===== config.mk =====
export PLATFORM = sky130hd
export DESIGN_NAME = start_length_frame_receiver
export DESIGN_NICKNAME = d
export VERILOG_FILES = /design/src/design/slfr_pkg.sv /design/src/design/slfr_ram.sv /design/src/design/start_length_frame_receiver.sv
export SDC_FILE = /design/constraint.sdc
export NUM_CORES = 1
export LEC_CHECK = 0
export BUFFER_PORTS_ARGS = -buffer_cell sky130_fd_sc_hd__buf_2
export CAP_MARGIN = 15
export CORE_AREA = 2 2 124 126
export CTS_BUF_LIST = sky130_fd_sc_hd__clkbuf_8
export CTS_CLUSTER_DIAMETER = 100
export DETAILED_ROUTE_END_ITERATION = 7
export DIE_AREA = 0 0 126 128
export HOLD_SLACK_MARGIN = 0.03
export PLACE_DENSITY_LB_ADDON = 0.1
export SLEW_MARGIN = 20
export SYNTH_ARGS = -nofsm -noshare
export SYNTH_HDL_FRONTEND = slang
export SYNTH_HIERARCHICAL = 1
export SYNTH_SLANG_ARGS = --single-unit

===== constraint.sdc =====
create_clock -name clk_i -period 3.24 [get_ports clk_i]
set_input_delay 0.648 -clock clk_i [delete_from_list [all_inputs] [get_ports clk_i]]
set_output_delay 0.648 -clock clk_i [all_outputs]
set_load 0.02 [all_outputs]

===== src/design/slfr_pkg.sv =====
package slfr_pkg;

  typedef enum logic {
    OP_RECEIVE = 1'b0,
    OP_READ    = 1'b1
  } opcode_e;

  typedef struct packed {
    logic       is_read;
    logic       frame_done;
    logic       length_error;
    logic       out_of_range;
    logic [7:0] payload_length;
  } result_t;

  localparam int unsigned MinLengthByte = 2;

endpackage


===== src/design/slfr_ram.sv =====
module slfr_ram #(
  parameter int unsigned Width = 8,
  parameter int unsigned Depth = 20
) (
  input  logic                     clk_i,
  input  logic                     we_i,
  input  logic [$clog2(Depth)-1:0] waddr_i,
  input  logic [Width-1:0]         wdata_i,
  input  logic                     re_i,
  input  logic [$clog2(Depth)-1:0] raddr_i,
  output logic [Width-1:0]         rdata_o
);

  logic [Width-1:0] mem_q [Depth];
  logic [Width-1:0] rdata_q;

  always_ff @(posedge clk_i) begin
    if (we_i) begin
      mem_q[waddr_i] <= wdata_i;
    end
    if (re_i) begin
      rdata_q <= mem_q[raddr_i];
    end
  end

  assign rdata_o = rdata_q;

endmodule


===== src/design/start_length_frame_receiver.sv =====
// start/length framed byte receiver with payload read port
//
// input channel (in_valid_i / in_ready_o): one transaction per item; opcode_i
// selects between taking rx_byte_i into the framer and reading the payload
// byte at read_index_i. a frame is the start byte (cfg_wdata_i, written with
// cfg_we_i), a length byte L, then L-1 payload bytes kept in a payload ram.
// lengths 0, 1 and any with L-1 at or beyond BUFFER_DEPTH are dropped with
// length_error_o.
// output channel (out_valid_o / out_ready_i): exactly one result transaction
// per item, in order, always carrying the payload length after that item.
// out_valid_o rises in the cycle after acceptance; throughput is one item per cycle
// while the receiver does not stall, set by the single-port-per-direction payload
// ram whose registered read feeds read_data_o directly.
// when the receiver stalls the result is held and a new item is taken only in
// the cycle the held result leaves; the ram read register is not reloaded
// meanwhile.
// reset clears the framer to hunting, the length to 0, the start byte to 0 and
// the output valid; the payload ram is not cleared.
module start_length_frame_receiver #(
  parameter int unsigned BUFFER_DEPTH = 20
) (
  input  logic       clk_i,
  input  logic       rst_ni,
  input  logic       cfg_we_i,
  input  logic [7:0] cfg_wdata_i,
  input  logic       in_valid_i,
  output logic       in_ready_o,
  input  logic       opcode_i,
  input  logic [7:0] rx_byte_i,
  input  logic [7:0] read_index_i,
  output logic       out_valid_o,
  input  logic       out_ready_i,
  output logic       frame_done_o,
  output logic       length_error_o,
  output logic [7:0] read_data_o,
  output logic       read_out_of_range_o,
  output logic [7:0] payload_length_o
);
  import slfr_pkg::*;

  localparam int unsigned AddrW = $clog2(BUFFER_DEPTH);
  localparam logic [7:0] DepthByte = 8'(BUFFER_DEPTH);
  localparam logic [7:0] MinLen = 8'(MinLengthByte);

  typedef enum logic [1:0] {
    PH_HUNT = 2'd0,
    PH_LEN  = 2'd1,
    PH_DATA = 2'd2
  } phase_e;

  phase_e           phase_q, phase_d;
  logic [AddrW-1:0] write_pos_q, write_pos_d;
  logic [7:0]       frame_len_q, frame_len_d;
  logic [7:0]       start_marker_q;
  logic             out_valid_q;
  result_t          res_q, res_d;

  logic             accept;
  logic             ram_we;
  logic             ram_re;
  logic [AddrW-1:0] wp_inc;
  logic [7:0]       ram_rdata;

  assign in_ready_o = !out_valid_q || out_ready_i;
  assign accept     = in_valid_i && in_ready_o;
  assign wp_inc     = write_pos_q + AddrW'(1);

  always_comb begin
    phase_d     = phase_q;
    write_pos_d = write_pos_q;
    frame_len_d = frame_len_q;
    ram_we      = 1'b0;
    ram_re      = 1'b0;
    res_d       = '0;
    if (opcode_e'(opcode_i) == OP_READ) begin
      res_d.is_read      = 1'b1;
      res_d.out_of_range = !(read_index_i < frame_len_q);
      ram_re             = accept && (read_index_i < frame_len_q);
    end else begin
      case (phase_q)
        PH_LEN: begin
          if ((rx_byte_i < MinLen) || (rx_byte_i > DepthByte)) begin
            res_d.length_error = 1'b1;
            frame_len_d        = '0;
            phase_d            = PH_HUNT;
          end else begin
            frame_len_d = rx_byte_i - 8'd1;
            write_pos_d = '0;
            phase_d     = PH_DATA;
          end
        end
        PH_DATA: begin
          ram_we      = accept;
          write_pos_d = wp_inc;
          if (8'(wp_inc) >= frame_len_q) begin
            res_d.frame_done = 1'b1;
            phase_d          = PH_HUNT;
          end
        end
        default: begin
          phase_d = (rx_byte_i == start_marker_q) ? PH_LEN : PH_HUNT;
        end
      endcase
    end
    res_d.payload_length = frame_len_d;
  end

  always_ff @(posedge clk_i or negedge rst_ni) begin
    if (!rst_ni) begin
      phase_q        <= PH_HUNT;
      write_pos_q    <= '0;
      frame_len_q    <= '0;
      start_marker_q <= '0;
      out_valid_q    <= 1'b0;
    end else begin
      if (cfg_we_i) begin
        start_marker_q <= cfg_wdata_i;
      end
      if (accept) begin
        phase_q     <= phase_d;
        write_pos_q <= write_pos_d;
        frame_len_q <= frame_len_d;
        out_valid_q <= 1'b1;
      end else if (out_ready_i) begin
        out_valid_q <= 1'b0;
      end
    end
  end

  always_ff @(posedge clk_i) begin
    if (accept) begin
      res_q <= res_d;
    end
  end

  slfr_ram #(
    .Width(8),
    .Depth(BUFFER_DEPTH)
  ) u_payload_ram (
    .clk_i  (clk_i),
    .we_i   (ram_we),
    .waddr_i(write_pos_q),
    .wdata_i(rx_byte_i),
    .re_i   (ram_re),
    .raddr_i(read_index_i[AddrW-1:0]),
    .rdata_o(ram_rdata)
  );

  assign out_valid_o         = out_valid_q;
  assign frame_done_o        = res_q.frame_done;
  assign length_error_o      = res_q.length_error;
  assign read_out_of_range_o = res_q.out_of_range;
  assign payload_length_o    = res_q.payload_length;
  assign read_data_o         = (res_q.is_read && !res_q.out_of_range) ? ram_rdata : 8'd0;

`ifndef SYNTH
  a_err_clears_len: assert property (@(posedge clk_i) disable iff (!rst_ni)
    out_valid_o && length_error_o |-> payload_length_o == 8'd0)
    else $error("length error with nonzero payload length");

  a_done_not_err: assert property (@(posedge clk_i) disable iff (!rst_ni)
    out_valid_o |-> !(frame_done_o && length_error_o))
    else $error("frame done and length error together");

  a_done_has_len: assert property (@(posedge clk_i) disable iff (!rst_ni)
    out_valid_o && frame_done_o |-> payload_length_o != 8'd0)
    else $error("frame done with empty payload");

  a_data_len_ok: assert property (@(posedge clk_i) disable iff (!rst_ni)
    phase_q == PH_DATA |-> (frame_len_q != 8'd0) && (frame_len_q < DepthByte)
      && (8'(write_pos_q) < frame_len_q))
    else $error("payload write position outside frame");
`endif

endmodule


==> metrics <==
sw frac 22.7%; CP max stage delay 0.68 ns; critical-path cell list inv_1, ha_1, inv_1, nor2_1, nand3b_1, nor2_1; dpl hpwl 12.6 mm; largest cells by area after synthesis edfxtp_1, dfrtp_1, mux4_2; final WL 18.6 mm; die area 0.0161 mm2; Rel. slew slack 46.0%; post-CTS sizing 0; Clock transition at path regs 0.06 ns; Final setup violation count 0; Worst Hold Class in -> async; CTS hold repair buffers 0; P&R area growth vs syn 12.0%; DRT iter0 DRCs 466; peak supply drop 0.342 mV; number of setup buffers added after CTS 0; worst skew pair latency 0.50 ns; final hold viol count 0; Final ANT Viol Nets 0; reg2reg setup slack 0.65 ns; combinational power share 7.1%; RSZ-0062 raised after global routing false; commonest cells in the netlist edfxtp_1, nand2_1, mux2i_1, nor2_1, dfrtp_1; Nets 656; Flop pwr share 55.6%; Peak Freq 386 MHz; Clock power frac 37.3%; Crit Path Max Fanout 8; Pint 4.07 mW; startpoint class of the critical path flop; max-cap violation count 0; crit path buf inv count 2; Distinct cells, synth 53; total negative slack 0 ns; Critical Path AT 2.72 ns; drt drc 0; top-count cell post-synth edfxtp_1; CTS tree yes; Avg Vias per Cell 5.96; syn avg cell area 16.7 um2; Power per Cell Area 535 mW/mm2; die height 128 um; async set-reset flop share out of synthesis 11.8%; Worst Setup Path Type reg -> reg; Ports 51; CTS max path bufs 3; TritonCTS Buffers 34; post-synth top area share 61.5%; Final Wtd Congestion 0.826; final period utilization 80.0%; Sw Pwr 1.19 mW; Die W 126 um; Slew Viols, Final 0; first-pass GRT wire length 28.6 mm; routed length per instance 22.7 um; Worst-Margin Slew 0.807 ns; Pre-antenna DRT Iters 5; Overflow after GRT 0; Worst setup EP type flop; core region area 0.0149 mm2; Post-synth EDFFs 180; number of synthesized register bits 204; post-synthesis cell count 526; initial antenna violation count 0; largest net degree at the start of global routing 29; routed via count 4885; Root Buffer clkbuf_8; Rows 45; Syn Nets 572; Worst Clk Skew 0.0286 ns; total track usage 23.9%; cell area after synthesis 0.00878 mm2; Slowest-stage cell, CP nor2_1; share of cells above drive strength 1 24.7%; status finished clean; vias in the first global route 4925; CTS sink cnt 204; PortBufs 50; ys flop type edfxtp_1; Tmin final 2.59 ns; sequential fraction of the synthesis area 68.4%; critical path data required time 3.36 ns; Inserted Diodes 0; cell taking the most area after synthesis edfxtp_1; H-tree levels 2; Initial Utilization 59.1%; fillers 1074; Tot Pwr 5.26 mW; kind of cell adding the most delay to the critical path simple AND/OR/NAND/NOR gates; leak pwr 3.52 nW; Yosys warnings 6
cells in the final DEF, fill, tap and decap left out, types with 5 or more instances in the layout:
| cell | count |
|---|---|
| nor2_1 | 25 |
| mux2i_1 | 25 |
| clkinv_1 | 5 |
| mux2_2 | 10 |
| a221oi_1 | 7 |
| and2_1 | 12 |
| inv_1 | 29 |
| nand2_1 | 32 |
| xor2_1 | 8 |
| clkbuf_8 | 36 |
| mux4_1 | 11 |
| mux4_2 | 21 |
| dfrtp_1 | 24 |
| buf_2 | 50 |
| nor3_1 | 9 |
| ha_1 | 16 |
| o31ai_1 | 10 |
| nand2b_1 | 8 |
| o21ai_0 | 11 |
| buf_4 | 26 |
| nand3_1 | 6 |
| edfxtp_1 | 180 |
| xnor2_1 | 5 |
| a21oi_1 | 9 |
| o211ai_1 | 7 |
per-layer routing:
layer | GRT usage (%) | routed length (um)
met4 | 8.99 | 515
met1 | 34.0 | 8130
met5 | 0 | 0
met2 | 38.0 | 8900
met3 | 3.88 | 1040
flip-flops by register name, indices dropped and copies added (netlist names):
register,count
frame_done_o,1
frame_len_q,8
length_error_o,1
out_valid_o,1
payload_length_o,8
phase_q,2
read_out_of_range_o,1
res_q,1
start_marker_q,8
u_payload_ram/mem_q,160
u_payload_ram/rdata_o,8
write_pos_q,5
stage by stage:
| step | instance area [um2] | hold slack, ns | utilization [%] | setup slack [ns] | cells |
|---|---|---|---|---|---|
| finish | 9840 | 0.131 | 66.2 | 0.647 | 820 |
| global route | 9840 | 0.141 | 66.2 | 0.413 | 820 |
| CTS | 9840 | 0.133 | 66.2 | 0.642 | 820 |
| detailed placement | 9260 | 0.504 | 62.3 | 0.419 | 762 |
| global placement | 9260 | 0.493 | 62.3 | 0.523 | 762 |
| floorplan | 8780 | 0.352 | - | 0.511 | 526 |
kinds of logic after synthesis:
family / after synthesis / synth area share [%]
AOI/OAI and AO/OA: 67 / 5.68
xor gates and xnor gates: 13 / 1.30
adders and majority gates: 16 / 2.28
buffers and inverters: 43 / 3.01
DFF: 204 / 68.4
muxes: 67 / 12.8
and+or+nand+nor: 116 / 6.55
final cells by class:
class | instances | area, um2 | share of cell area, %
well taps | 188 | 235 | 2.39
multi-input cells | 279 | 2510 | 25.5
clock inverters | 22 | 88.8 | 0.903
inverters | 15 | 56.3 | 0.572
flip-flops and latches | 204 | 6010 | 61.0
repair buffers | 76 | 445 | 4.53
clock buffers | 36 | 495 | 5.03
final timing paths:
kind                                     start                   endpoint  cells after the start
min in group clk_i              cfg_wdata_i[5]          start_marker_q[5]                      2
worst max-delay path                phase_q[0]  u_payload_ram/mem_q[2][5]                      6
worst min-delay path                    rst_ni          start_marker_q[5]                      1
worst max register to register      phase_q[0]  u_payload_ram/mem_q[2][5]                      6
max in group asynchronous               rst_ni             frame_len_q[2]                      1
worst min register to register  frame_len_q[4]             frame_len_q[4]                      2
power by group through the flow:
stage | logic [mW] | clock network (mW) | registers (mW)
global placement | 0.369 | 0 | 2.98
finish | 0.375 | 1.96 | 2.92
global route | 0.410 | 2.13 | 2.93
detailed placement | 0.377 | 0 | 2.98
floorplan | 0.236 | 0 | 2.98
CTS | 0.380 | 2.01 | 2.92
No activity file was read; power rests on OpenSTA's default activity.
